==> config.mk <==
export PLATFORM = sky130hd
export DESIGN_NAME = infix_to_postfix_converter_unit
export DESIGN_NICKNAME = d
export VERILOG_FILES = /design/src/design/itp_pkg.sv /design/src/design/itp_ram.sv /design/src/design/itp_stack.sv /design/src/design/itp_ctrl.sv /design/src/design/infix_to_postfix_converter_unit.sv
export SDC_FILE = /design/constraint.sdc
export NUM_CORES = 1
export LEC_CHECK = 0
export ABC_AREA = 1
export BUFFER_PORTS_ARGS = -buffer_cell sky130_fd_sc_hd__buf_2
export CAP_MARGIN = 20
export CELL_PAD_IN_SITES_DETAIL_PLACEMENT = 2
export CELL_PAD_IN_SITES_GLOBAL_PLACEMENT = 2
export CORE_AREA = 2 2 200 104
export DETAILED_ROUTE_END_ITERATION = 8
export DIE_AREA = 0 0 202 106
export PLACE_DENSITY = 0.71
export SETUP_SLACK_MARGIN = 0.02
export SYNTH_ARGS = -nofsm -noshare
export SYNTH_HDL_FRONTEND = slang
export SYNTH_SLANG_ARGS = --single-unit
==> constraint.sdc <==
create_clock -name i_clk -period 8.9 [get_ports i_clk]
set_input_delay 0.445 -clock i_clk [delete_from_list [all_inputs] [get_ports i_clk]]
set_output_delay 0.445 -clock i_clk [all_outputs]
set_load 0.01 [all_outputs]
==> src/design/itp_pkg.sv <==
// Shared types, codes and helper functions for the infix to postfix converter.
// No dependencies; imported by every module of the block but itp_ram.
`default_nettype none

package itp_pkg;

    // Symbol codes held on the stack
    localparam logic [2:0] SYM_ADD    = 3'd0;
    localparam logic [2:0] SYM_SUB    = 3'd1;
    localparam logic [2:0] SYM_MUL    = 3'd2;
    localparam logic [2:0] SYM_DIV    = 3'd3;
    localparam logic [2:0] SYM_LPAREN = 3'd4;

    // Result status codes
    localparam logic [1:0] STAT_OK       = 2'd0;
    localparam logic [1:0] STAT_INVALID  = 2'd1;
    localparam logic [1:0] STAT_OVERFLOW = 2'd2;
    localparam logic [1:0] STAT_UNMATCH  = 2'd3;

    // Character codes
    localparam logic [7:0] CH_PLUS   = 8'h2B;
    localparam logic [7:0] CH_MINUS  = 8'h2D;
    localparam logic [7:0] CH_STAR   = 8'h2A;
    localparam logic [7:0] CH_SLASH  = 8'h2F;
    localparam logic [7:0] CH_LPAREN = 8'h28;
    localparam logic [7:0] CH_RPAREN = 8'h29;
    localparam logic [7:0] CH_LA     = 8'h61;
    localparam logic [7:0] CH_LZ     = 8'h7A;
    localparam logic [7:0] CH_UA     = 8'h41;
    localparam logic [7:0] CH_UZ     = 8'h5A;
    localparam logic [7:0] CH_D0     = 8'h30;
    localparam logic [7:0] CH_D9     = 8'h39;

    typedef enum logic {
        ST_IDLE,
        ST_WORK
    } t_state;

    // Command from the sequencer to the stack
    typedef struct packed {
        logic       push;
        logic       pop;
        logic       clear;
        logic [2:0] code;
    } t_stk_cmd;

    // One result transaction
    typedef struct packed {
        logic       valid;
        logic [7:0] out_char;
        logic       is_char;
        logic       last;
        logic [1:0] status;
    } t_res;

    function automatic logic [7:0] sym_char(input logic [2:0] code);
        logic [7:0] c;
        case (code)
            SYM_ADD: c = CH_PLUS;
            SYM_SUB: c = CH_MINUS;
            SYM_MUL: c = CH_STAR;
            SYM_DIV: c = CH_SLASH;
            default: c = CH_LPAREN;
        endcase
        return c;
    endfunction

    function automatic logic [1:0] sym_prec(input logic [2:0] code);
        logic [1:0] p;
        case (code)
            SYM_ADD, SYM_SUB: p = 2'd1;
            SYM_MUL, SYM_DIV: p = 2'd2;
            default:          p = 2'd0;
        endcase
        return p;
    endfunction

endpackage

`default_nettype wire

==> src/design/itp_ram.sv <==
// Generic single-write, single-read RAM with registered read data.
// No dependencies.
`default_nettype none

module itp_ram #(
    parameter int WIDTH = 3,
    parameter int DEPTH = 32
) (
    input  wire logic                     i_clk,
    input  wire logic                     i_we,
    input  wire logic [$clog2(DEPTH)-1:0] i_waddr,
    input  wire logic [WIDTH-1:0]         i_wdata,
    input  wire logic [$clog2(DEPTH)-1:0] i_raddr,
    output logic      [WIDTH-1:0]         o_rdata
);

    logic [WIDTH-1:0] r_mem [DEPTH];

    always_ff @(posedge i_clk) begin
        if (i_we) begin
            r_mem[i_waddr] <= i_wdata;
        end
        o_rdata <= r_mem[i_raddr];
    end

endmodule

`default_nettype wire

==> src/design/itp_stack.sv <==
// Symbol stack: fill count, cached top entry and the backing RAM.
// Depends on itp_pkg and itp_ram.
`default_nettype none

module itp_stack
    import itp_pkg::*;
#(
    parameter int STACK_DEPTH = 32
) (
    input  wire logic                             i_clk,
    input  wire logic                             i_rst_n,
    input  wire t_stk_cmd                         i_cmd,
    output logic      [$clog2(STACK_DEPTH+1)-1:0] o_count,
    output logic      [2:0]                       o_top
);

    localparam int CW = $clog2(STACK_DEPTH + 1);
    localparam int AW = $clog2(STACK_DEPTH);

    logic [CW-1:0] r_count;
    logic [CW-1:0] n_count;
    logic [CW-1:0] rd_ptr;
    logic [2:0]    r_top;
    logic [2:0]    rd_data;

    // Next fill count
    always_comb begin
        n_count = r_count;
        if (i_cmd.clear) begin
            n_count = '0;
        end else if (i_cmd.push) begin
            n_count = r_count + CW'(1);
        end else if (i_cmd.pop) begin
            n_count = r_count - CW'(1);
        end
    end

    // Keep the entry below the top prefetched so a pop refills the top at once
    assign rd_ptr = n_count - CW'(2);

    always_ff @(posedge i_clk) begin
        if (!i_rst_n) begin
            r_count <= '0;
        end else begin
            r_count <= n_count;
        end
    end

    always_ff @(posedge i_clk) begin
        if (i_cmd.push) begin
            r_top <= i_cmd.code;
        end else if (i_cmd.pop) begin
            r_top <= rd_data;
        end
    end

    itp_ram #(
        .WIDTH (3),
        .DEPTH (STACK_DEPTH)
    ) u_ram (
        .i_clk   (i_clk),
        .i_we    (i_cmd.push),
        .i_waddr (r_count[AW-1:0]),
        .i_wdata (i_cmd.code),
        .i_raddr (rd_ptr[AW-1:0]),
        .o_rdata (rd_data)
    );

    assign o_count = r_count;
    assign o_top   = r_top;

endmodule

`default_nettype wire

==> src/design/itp_ctrl.sv <==
// Sequencer: classifies the held character, one stack step a cycle unless stalled.
// Depends on itp_pkg.
`default_nettype none

module itp_ctrl
    import itp_pkg::*;
#(
    parameter int STACK_DEPTH = 32
) (
    input  wire logic                             i_clk,
    input  wire logic                             i_rst_n,
    input  wire logic                             i_valid,
    input  wire logic [7:0]                       i_ch,
    input  wire logic                             i_end_of_expr,
    input  wire logic                             i_emit_ok,
    input  wire logic [$clog2(STACK_DEPTH+1)-1:0] i_count,
    input  wire logic [2:0]                       i_top,
    output logic                                  o_busy,
    output t_stk_cmd                              o_cmd,
    output t_res                                  o_res
);

    localparam int CW = $clog2(STACK_DEPTH + 1);

    t_state     r_state, n_state;
    logic       r_err, n_err;
    logic [7:0] r_ch;
    logic       r_end;
    logic       empty, full, is_alnum, is_op, pop_ok;
    logic [2:0] op_code;

    assign empty = (i_count == '0);
    assign full  = (i_count == CW'(STACK_DEPTH));

    always_comb begin
        is_alnum = (r_ch inside {[CH_LA:CH_LZ], [CH_UA:CH_UZ], [CH_D0:CH_D9]});
        is_op    = 1'b1;
        case (r_ch)
            CH_PLUS:  op_code = SYM_ADD;
            CH_MINUS: op_code = SYM_SUB;
            CH_STAR:  op_code = SYM_MUL;
            CH_SLASH: op_code = SYM_DIV;
            default: begin
                op_code = SYM_ADD;
                is_op   = 1'b0;
            end
        endcase
        // Shared precedence compare against the top of stack
        pop_ok = !empty && (i_top != SYM_LPAREN) && (sym_prec(op_code) <= sym_prec(i_top));
    end

    always_comb begin
        n_state = r_state;
        n_err   = r_err;
        o_cmd   = '0;
        o_res   = '0;
        o_res.status = STAT_OK;
        o_cmd.code   = op_code;
        case (r_state)
            ST_IDLE: begin
                if (i_valid) begin
                    n_state = ST_WORK;
                end
            end
            ST_WORK: begin
                if (i_emit_ok) begin
                    if (r_end) begin
                        if (!r_err && !empty) begin
                            o_cmd.pop        = 1'b1;
                            o_res.valid      = 1'b1;
                            o_res.is_char    = 1'b1;
                            o_res.out_char   = sym_char(i_top);
                        end else begin
                            o_cmd.clear = 1'b1;
                            o_res.valid = 1'b1;
                            o_res.last  = 1'b1;
                            n_err       = 1'b0;
                            n_state     = ST_IDLE;
                        end
                    end else if (r_err) begin
                        n_state = ST_IDLE;
                    end else if (is_alnum) begin
                        o_res.valid    = 1'b1;
                        o_res.is_char  = 1'b1;
                        o_res.out_char = r_ch;
                        n_state        = ST_IDLE;
                    end else if (r_ch == CH_LPAREN) begin
                        n_state = ST_IDLE;
                        if (full) begin
                            o_cmd.clear  = 1'b1;
                            o_res.valid  = 1'b1;
                            o_res.status = STAT_OVERFLOW;
                            n_err        = 1'b1;
                        end else begin
                            o_cmd.push = 1'b1;
                            o_cmd.code = SYM_LPAREN;
                        end
                    end else if (r_ch == CH_RPAREN) begin
                        if (empty) begin
                            o_cmd.clear  = 1'b1;
                            o_res.valid  = 1'b1;
                            o_res.status = STAT_UNMATCH;
                            n_err        = 1'b1;
                            n_state      = ST_IDLE;
                        end else begin
                            o_cmd.pop = 1'b1;
                            if (i_top == SYM_LPAREN) begin
                                n_state = ST_IDLE;
                            end else begin
                                o_res.valid    = 1'b1;
                                o_res.is_char  = 1'b1;
                                o_res.out_char = sym_char(i_top);
                            end
                        end
                    end else if (is_op) begin
                        if (pop_ok) begin
                            o_cmd.pop      = 1'b1;
                            o_res.valid    = 1'b1;
                            o_res.is_char  = 1'b1;
                            o_res.out_char = sym_char(i_top);
                        end else if (full) begin
                            o_cmd.clear  = 1'b1;
                            o_res.valid  = 1'b1;
                            o_res.status = STAT_OVERFLOW;
                            n_err        = 1'b1;
                            n_state      = ST_IDLE;
                        end else begin
                            o_cmd.push = 1'b1;
                            n_state    = ST_IDLE;
                        end
                    end else begin
                        o_cmd.clear  = 1'b1;
                        o_res.valid  = 1'b1;
                        o_res.status = STAT_INVALID;
                        n_err        = 1'b1;
                        n_state      = ST_IDLE;
                    end
                end
            end
            default: begin
                n_state = ST_IDLE;
            end
        endcase
    end

    always_ff @(posedge i_clk) begin
        if (!i_rst_n) begin
            r_state <= ST_IDLE;
            r_err   <= 1'b0;
        end else begin
            r_state <= n_state;
            r_err   <= n_err;
        end
    end

    // Hold the accepted transaction while it is worked on
    always_ff @(posedge i_clk) begin
        if (r_state == ST_IDLE && i_valid) begin
            r_ch  <= i_ch;
            r_end <= i_end_of_expr;
        end
    end

    assign o_busy = (r_state != ST_IDLE);

endmodule

`default_nettype wire

==> src/design/infix_to_postfix_converter_unit.sv <==
// Top level of the infix to postfix converter: sequencer, symbol stack, output register.
// Depends on itp_pkg, itp_ctrl, itp_stack and itp_ram.
//
// Usage:
//   Input channel (i_valid / o_stall, fields i_ch, i_end_of_expr) takes one
//   character, or the end marker, per transaction. Output channel
//   (o_valid / i_stall) gives postfix characters, error items and the
//   terminator (o_last) in order, one per transaction.
//   Work starts the cycle after acceptance; each working cycle pops one stack entry,
//   pushes one or emits one result, while the output register can take a result.
//   An operator pops and emits each stacked operator of equal or higher precedence
//   above the nearest '(' and then pushes itself; ')' pops down to its '('; the end
//   marker flushes the stack and then gives the terminator. The single stack RAM
//   port pair and one precedence compare allow one stack step at a time; o_stall
//   is high while at work. A result appears in the cycle after it is produced.
//   Receiver stall: results sit in the output register; while it is full
//   and stalled the sequencer waits, holding its place.
//   Reset (synchronous, active low): empties the stack, clears the error
//   hold and the output valid. Stack RAM contents are not cleared and
//   need no clearing pass.
`default_nettype none

module infix_to_postfix_converter_unit
    import itp_pkg::*;
#(
    parameter int STACK_DEPTH = 32
) (
    input  wire logic       i_clk,
    input  wire logic       i_rst_n,
    input  wire logic       i_valid,
    output logic            o_stall,
    input  wire logic [7:0] i_ch,
    input  wire logic       i_end_of_expr,
    output logic            o_valid,
    input  wire logic       i_stall,
    output logic [7:0]      o_out_char,
    output logic            o_is_char,
    output logic            o_last,
    output logic [1:0]      o_status
);

    localparam int CW = $clog2(STACK_DEPTH + 1);

    t_stk_cmd      stk_cmd;
    t_res          res;
    logic [CW-1:0] stk_count;
    logic [2:0]    stk_top;
    logic          busy;
    logic          emit_ok;
    logic          r_out_valid;
    logic [7:0]    r_out_char;
    logic          r_is_char;
    logic          r_last;
    logic [1:0]    r_status;

    // Output register may take a new result when empty or being drained
    assign emit_ok = !r_out_valid || !i_stall;

    itp_ctrl #(
        .STACK_DEPTH (STACK_DEPTH)
    ) u_ctrl (
        .i_clk         (i_clk),
        .i_rst_n       (i_rst_n),
        .i_valid       (i_valid),
        .i_ch          (i_ch),
        .i_end_of_expr (i_end_of_expr),
        .i_emit_ok     (emit_ok),
        .i_count       (stk_count),
        .i_top         (stk_top),
        .o_busy        (busy),
        .o_cmd         (stk_cmd),
        .o_res         (res)
    );

    itp_stack #(
        .STACK_DEPTH (STACK_DEPTH)
    ) u_stack (
        .i_clk   (i_clk),
        .i_rst_n (i_rst_n),
        .i_cmd   (stk_cmd),
        .o_count (stk_count),
        .o_top   (stk_top)
    );

    // Load a fresh result, or drop the valid once the receiver has taken it
    always_ff @(posedge i_clk) begin
        if (!i_rst_n) begin
            r_out_valid <= 1'b0;
        end else if (res.valid) begin
            r_out_valid <= 1'b1;
        end else if (!i_stall) begin
            r_out_valid <= 1'b0;
        end
    end

    always_ff @(posedge i_clk) begin
        if (res.valid) begin
            r_out_char <= res.out_char;
            r_is_char  <= res.is_char;
            r_last     <= res.last;
            r_status   <= res.status;
        end
    end

    assign o_stall    = busy;
    assign o_valid    = r_out_valid;
    assign o_out_char = r_out_char;
    assign o_is_char  = r_is_char;
    assign o_last     = r_last;
    assign o_status   = r_status;

endmodule

`default_nettype wire

==> metrics.yaml, run 1 <==
status: "finished clean"
register_area_mm2: 0.003844
clk_pin_slew_worst_paths_ps: 70
tightest_slew_ps: 1105
synthCells: 719
fin_nets: 759
fp.dieW_um: 202
whs_path_depth: 1
drive_gt1_share_pct: 13.43
clock_latency_ps: 430
vias: 5308
ys_ff_latch: 132
wl_per_cell_um: 22.40
grt_util_met3_pct: 4.384
netlist_area_mm2: 0.006740
design_area_mm2: 0.007650
grt-ovfl-total: 0
cp_max_fo: 52
ys_warn_count: 0
io_pins: 27
period_share_pct: 59.53
powerDensity_mw_per_mm2: 189.4
multi_input_area_mm2: 0.002128
n_antenna_cell: 0
antenna_found_initial: 0
synth_top_family_by_area: "simple AND/OR/NAND/NOR gates"
relSlewSlack_pct: 26.06
arrival_ps: 5670
clock_sinks: 132
routed_wl_um: 22960
fin_crit_ps: 5298
placedInstanceArea_mm2: 0.007033
async_flop_share_pct: 0
grt_usage_pct: 22.44
avgSynthCellArea_um2: 9.374
dp.final_hpwl_um: 16510
fin_cells: 1025
fin_util_pct: 38.52
grt_max_degree: 53
use_met2_pct: 31.00
yosysSeqAreaShare_pct: 57.03
drt_iter0_markers: 386
dr.pass1.iters: 4
cp-end-kind: "register"
reg2reg_depth: 26
synth_compound_area_share_pct: 2.766
cts_tree: "yes"
die_h_um: 106
crit_path_start_kind: "register"
slowest_stage: "inv_2"
setup_violations: 0
globalplace.congestion: 0.8529
tns_ps: 0
worst-path-stages: 26
dieArea_mm2: 0.02141
synth_xor_area_share_pct: 0.6126
rsz0062_at_grt: "no"
synth.mux.area_fraction_pct: 0
cp.required_ps: 9270
ir_worst_vdd_v: 0.0001362
cp_slowest_stage_delay_ps: 720
fmax_mhz: 188.7
final_max_slew_viol_count: 0
drv_cap: 0
synth-edff-count: 120
cts_max_level: 4
crit_buf_inv: 5
p_leak_nw: 3.454
cts_resized: 0
clockRootBuffer: "clkbuf_16"
path_common_cell: "nand2_1"
start_util_pct: 33.94
post_cts_buffers: 0
global_route.usage.met1_pct: 35.69
hold_class: "in -> reg"
core_region_area_mm2: 0.01986
std_cell_rows: 37
viasPerCell: 5.179
critPathTopFamily: "simple AND/OR/NAND/NOR gates"
synth_simple_gate_area_share_pct: 26.73
placed_cells: 991
clockBufferDepth: 2
synth.distinct_cells: 39
syn_to_final_growth_pct: 13.50
whs_ps: 188.8
grt_pass1_vias: 5574
numCtsBuffers: 17
busiest_layer: "met1"
synth_nets: 739
path_class: "reg -> reg"
drc: 0
finalHoldViolations: 0
nFillCells: 2169
synthAdderAreaFrac_pct: 1.299
clock_skew_ps: 11.75
antenna_left: 0
io_buffer_count: 26
synth_flop_cell: "edfxtp_1"
grt_first_pass_wirelength_um: 35240
cts_hold_buf: 0
## power by group
| group | internal (W) | total, W | leakage [nW] | switching, W |
|---|---|---|---|---|
| Clock | 0.000411 | 0.000692 | 0.269 | 0.000281 |
| Combinational | 0.0000168 | 0.0000696 | 2.17 | 0.0000528 |
| Sequential | 0.000680 | 0.000687 | 1.02 | 0.00000667 |
| Total | 0.00111 | 0.00145 | 3.45 | 0.000341 |
## path summary, 6_finish.rpt
path                                   end  slack, ps           start
hold reg to reg               u_ctrl.r_err        560    u_ctrl.r_err
setup reg to reg  u_stack.u_ram.o_rdata[0]       3600  u_ctrl.r_ch[5]
hold / removal              u_ctrl.r_ch[7]        190         i_ch[7]
setup / recovery  u_stack.u_ram.o_rdata[0]       3600  u_ctrl.r_ch[5]
## Yosys cell counts, types with 2 or more instances
| library cell | count | area (um^2) |
|---|---|---|
| a21oi_1 | 4 | 20.02 |
| a31oi_1 | 4 | 25.02 |
| a41oi_1 | 2 | 17.52 |
| buf_1 | 2 | 7.510 |
| buf_2 | 11 | 55.05 |
| buf_4 | 9 | 67.56 |
| buf_6 | 7 | 78.83 |
| clkbuf_1 | 2 | 7.510 |
| dfxtp_1 | 12 | 240.2 |
| edfxtp_1 | 120 | 3603 |
| ha_1 | 7 | 87.58 |
| inv_1 | 142 | 533.0 |
| inv_2 | 7 | 26.28 |
| nand2_1 | 120 | 450.4 |
| nand2_2 | 5 | 31.28 |
| nand2_4 | 5 | 56.30 |
| nand3_1 | 104 | 520.5 |
| nand3_2 | 6 | 60.06 |
| nand4_1 | 55 | 344.1 |
| nor2_1 | 53 | 198.9 |
| nor2_2 | 5 | 31.28 |
| nor2_4 | 4 | 45.04 |
| nor3_1 | 6 | 30.03 |
| o21ai_0 | 11 | 55.05 |
| o21ai_2 | 2 | 17.52 |
## metal layers
layer / routed length, um / up-vias
met5: 0 / -
met4: 154 / 0
met3: 965 / 16
met2: 9046 / 110
met1: 12790 / 2732
li1: - / 2450
## cell families (layout without fill, tap and decap cells)
group,after synthesis,count (layout)
adders and majority gates,7,7
other,1,1
buffers and inverters,180,213
and+or+nand+nor,366,366
AOI/OAI and AO/OA,30,30
DFF,132,132
xor gates and xnor gates,3,3
## layout by cell type (no fill, tap or decap), types with 4 or more instances in the layout
master	count
clkinvlp_4	4
nand2_1	120
a31oi_1	4
dfxtp_1	12
inv_1	142
buf_4	4
nand3_1	104
clkbuf_16	17
buf_2	26
nand3_2	6
nor3_1	6
a21oi_1	4
inv_2	7
o21ai_0	10
ha_1	7
nand2_2	5
nor2_1	52
nor2_4	5
nand2_4	5
nor2_2	5
clkinv_2	4
edfxtp_1	120
nand4_1	55
## worst reg2reg max path, stage by stage, from the launching register on
cell and delay, ps:
edfxtp_1 430, inv_1 130, nor2_2 60, nand2_2 120, inv_2 70, a31oi_1 410
inv_1 110, ha_1 340, nand2_1 80, nand2_1 70, nand2_1 100, nand3_1 130
nand2_1 90, nand2_1 50, nand2_1 60, nand2_1 130, nand3_1 130, nand2_2 80
inv_2 720, nand3_2 250, ha_1 670, inv_1 400, nand3_1 280, nand3_1 110
nand2_1 90, nand2_1 70, nand2_1 70
## area by class of cell
type	instances	share of cell area, %
Clock buffer	19	5.659
Timing Repair Buffer	32	2.715
Sequential cell	132	50.25
Clock inverter	13	1.783
Multi-Input combinational cell	407	27.82
Inverter	149	7.311
Tap cell	273	4.465
## registers in the layout (all words and copies together), names as in the netlist
name,flops
o_is_char,1
u_ctrl.r_err,1
u_stack.u_ram.r_mem,96
u_ctrl.r_end,1
o_valid,1
u_ctrl.r_ch,8
u_stack.o_count,6
u_stack.o_top,3
u_ctrl.o_busy,1
o_status,2
o_last,1
o_out_char,8
u_stack.u_ram.o_rdata,3
## stage by stage
| step | setup WS, ps | power [W] |
|---|---|---|
| 2_1_floorplan | 5335 | 0.0007401 |
| 3_5_place_dp | 3502 | 0.0007683 |
| 6_report | 3602 | 0.001449 |
| 3_3_place_gp | 4017 | 0.0007632 |
| 5_1_grt | 3232 | 0.001491 |
| 4_1_cts | 3402 | 0.001455 |
Power figures use the tool's default switching activity.
==> inputs of run 2 (changes only) <==
Clock period 8.9 ns to 5.1 ns, I/O delays scaled along.
==> metrics.yaml, run 2 (synthesis gave the netlist of run 1 again) <==
core_region_area_mm2: 0.01986
syn_to_final_growth_pct: 14.57
largest_reg_flops: 96
grt_pass1_vias: 5651
tightest_slew_ps: 972.9
clockRootBuffer: "clkbuf_16"
grt_first_pass_wirelength_um: 36110
fp.dieW_um: 202
dp.final_hpwl_um: 16740
cp_max_fo: 16
crit_path_start_kind: "register"
routed_wl_um: 23470
tns_ps: 0
std_cell_rows: 37
status: "finished clean"
clock_latency_ps: 440
drive_gt1_share_pct: 13.63
hold_class: "in -> reg"
clk_pin_slew_worst_paths_ps: 70
setup_violations: 0
antenna_left: 0
clock_skew_ps: 14.80
placed_cells: 995
largest_register: "u_stack.u_ram.r_mem"
fmax_mhz: 213.7
io_buffer_count: 26
register_area_mm2: 0.003844
fin_crit_ps: 4680
fin_nets: 770
cts_tree: "yes"
numCtsBuffers: 17
p_leak_nw: 3.474
nFillCells: 2158
period_share_pct: 91.77
drv_cap: 0
grt-ovfl-total: 0
final_cell_mix: "inv_1, nand2_1, edfxtp_1"
dieArea_mm2: 0.02141
die_h_um: 106
dr.pass1.iters: 5
relSlewSlack_pct: 34.99
grt_max_degree: 50
arrival_ps: 5050
powerDensity_mw_per_mm2: 323.8
clockBufferDepth: 2
start_util_pct: 33.94
n_antenna_cell: 0
final_common_cell: "inv_1"
ir_worst_vdd_v: 0.0002382
globalplace.congestion: 0.8493
clock_sinks: 132
finalHoldViolations: 0
cp-end-kind: "register"
rsz0062_at_grt: "no"
cts_max_level: 4
grt_usage_pct: 23.12
io_pins: 27
vias: 5335
path_class: "reg -> reg"
ff2ff_setup_slack_ps: 420
drc: 0
multi_input_area_mm2: 0.002148
drt_iter0_markers: 460
post_cts_buffers: 0
final_max_slew_viol_count: 0
fin_cells: 1036
wl_per_cell_um: 22.66
viasPerCell: 5.150
antenna_found_initial: 1
cp.required_ps: 5470
-- run 2: cell count changes in the layout (fill, tap and decap cells not counted), sizes merged --
| cell | delta |
|---|---|
| clkbuf | -1 |
| buf | +3 |
| clkinvlp | +2 |
| inv | -2 |
| bufinv | -1 |
| dlygate4sd3 | +8 |
| clkinv | +2 |
-- run 2: what timing repair did --
item / CTS / global route
hold endpoints to repair: 8 / 0
hold buffers: 8 / 0
gates resized for setup: 0 / 4
endpoints found under the setup margin: 0 / 3
-- run 2: final cells by class --
type | count | area share, %
Tap cell | 273 | 4.423
Clock inverter | 14 | 1.491
Timing Repair Buffer | 43 | 3.645
Inverter | 149 | 7.291
Multi-Input combinational cell | 407 | 27.82
Clock buffer | 18 | 5.557
Sequential cell | 132 | 49.77
-- run 2: final timing paths --
check                           cells past startpoint                        to           start
worst max register to register                     23  u_stack.u_ram.o_rdata[2]  u_ctrl.r_ch[4]
worst max-delay path                               23  u_stack.u_ram.o_rdata[2]  u_ctrl.r_ch[4]
worst min-delay path                                1            u_ctrl.r_ch[3]         i_ch[3]
worst min register to register                      2              u_ctrl.r_err    u_ctrl.r_err
-- run 2: metrics by stage --
step	worst slack [ps]	power, W	hold WS (ps)	utilization, %	area (um^2)
2_1_floorplan	1535	0.001292	353.9	-	6740
3_3_place_gp	497.1	0.001338	431.1	35.56	7063
3_5_place_dp	303.8	0.001345	436.6	35.56	7063
4_1_cts	220.2	0.002516	2.288	38.71	7687
5_1_grt	37.35	0.002571	7.806	38.88	7722
6_report	419.7	0.002501	11.69	38.88	7722
-- run 2: where the power goes --
group,switching [W],internal [W]
Clock,0.000505,0.000664
Combinational,0.0000951,0.0000370
Sequential,0.0000123,0.00119
Total,0.000613,0.00189
-- run 2: layer usage --
metal	track usage (%)	wire, um	vias up
met2	30.44	9031	131
li1	-	-	2468
met4	6.092	284	0
met3	6.530	1598	28
met5	0	0	-
met1	36.05	12560	2708
-- run 2: worst max-delay path, cell delays in order, from the launching register on --
cell	delay (ps)
edfxtp_1	550
nor2_2	100
nand2_2	120
inv_2	70
a31oi_1	390
inv_1	110
ha_1	330
nand2_1	80
nand2_1	60
nand2_1	80
nand3_1	120
nand3_1	120
nand2_1	110
nand2_4	220
inv_2	130
a21oi_1	170
nand2_1	370
ha_4	560
clkinvlp_4	300
nand3_1	310
nand3_1	110
nand2_1	90
nand2_1	50
nand2_1	60
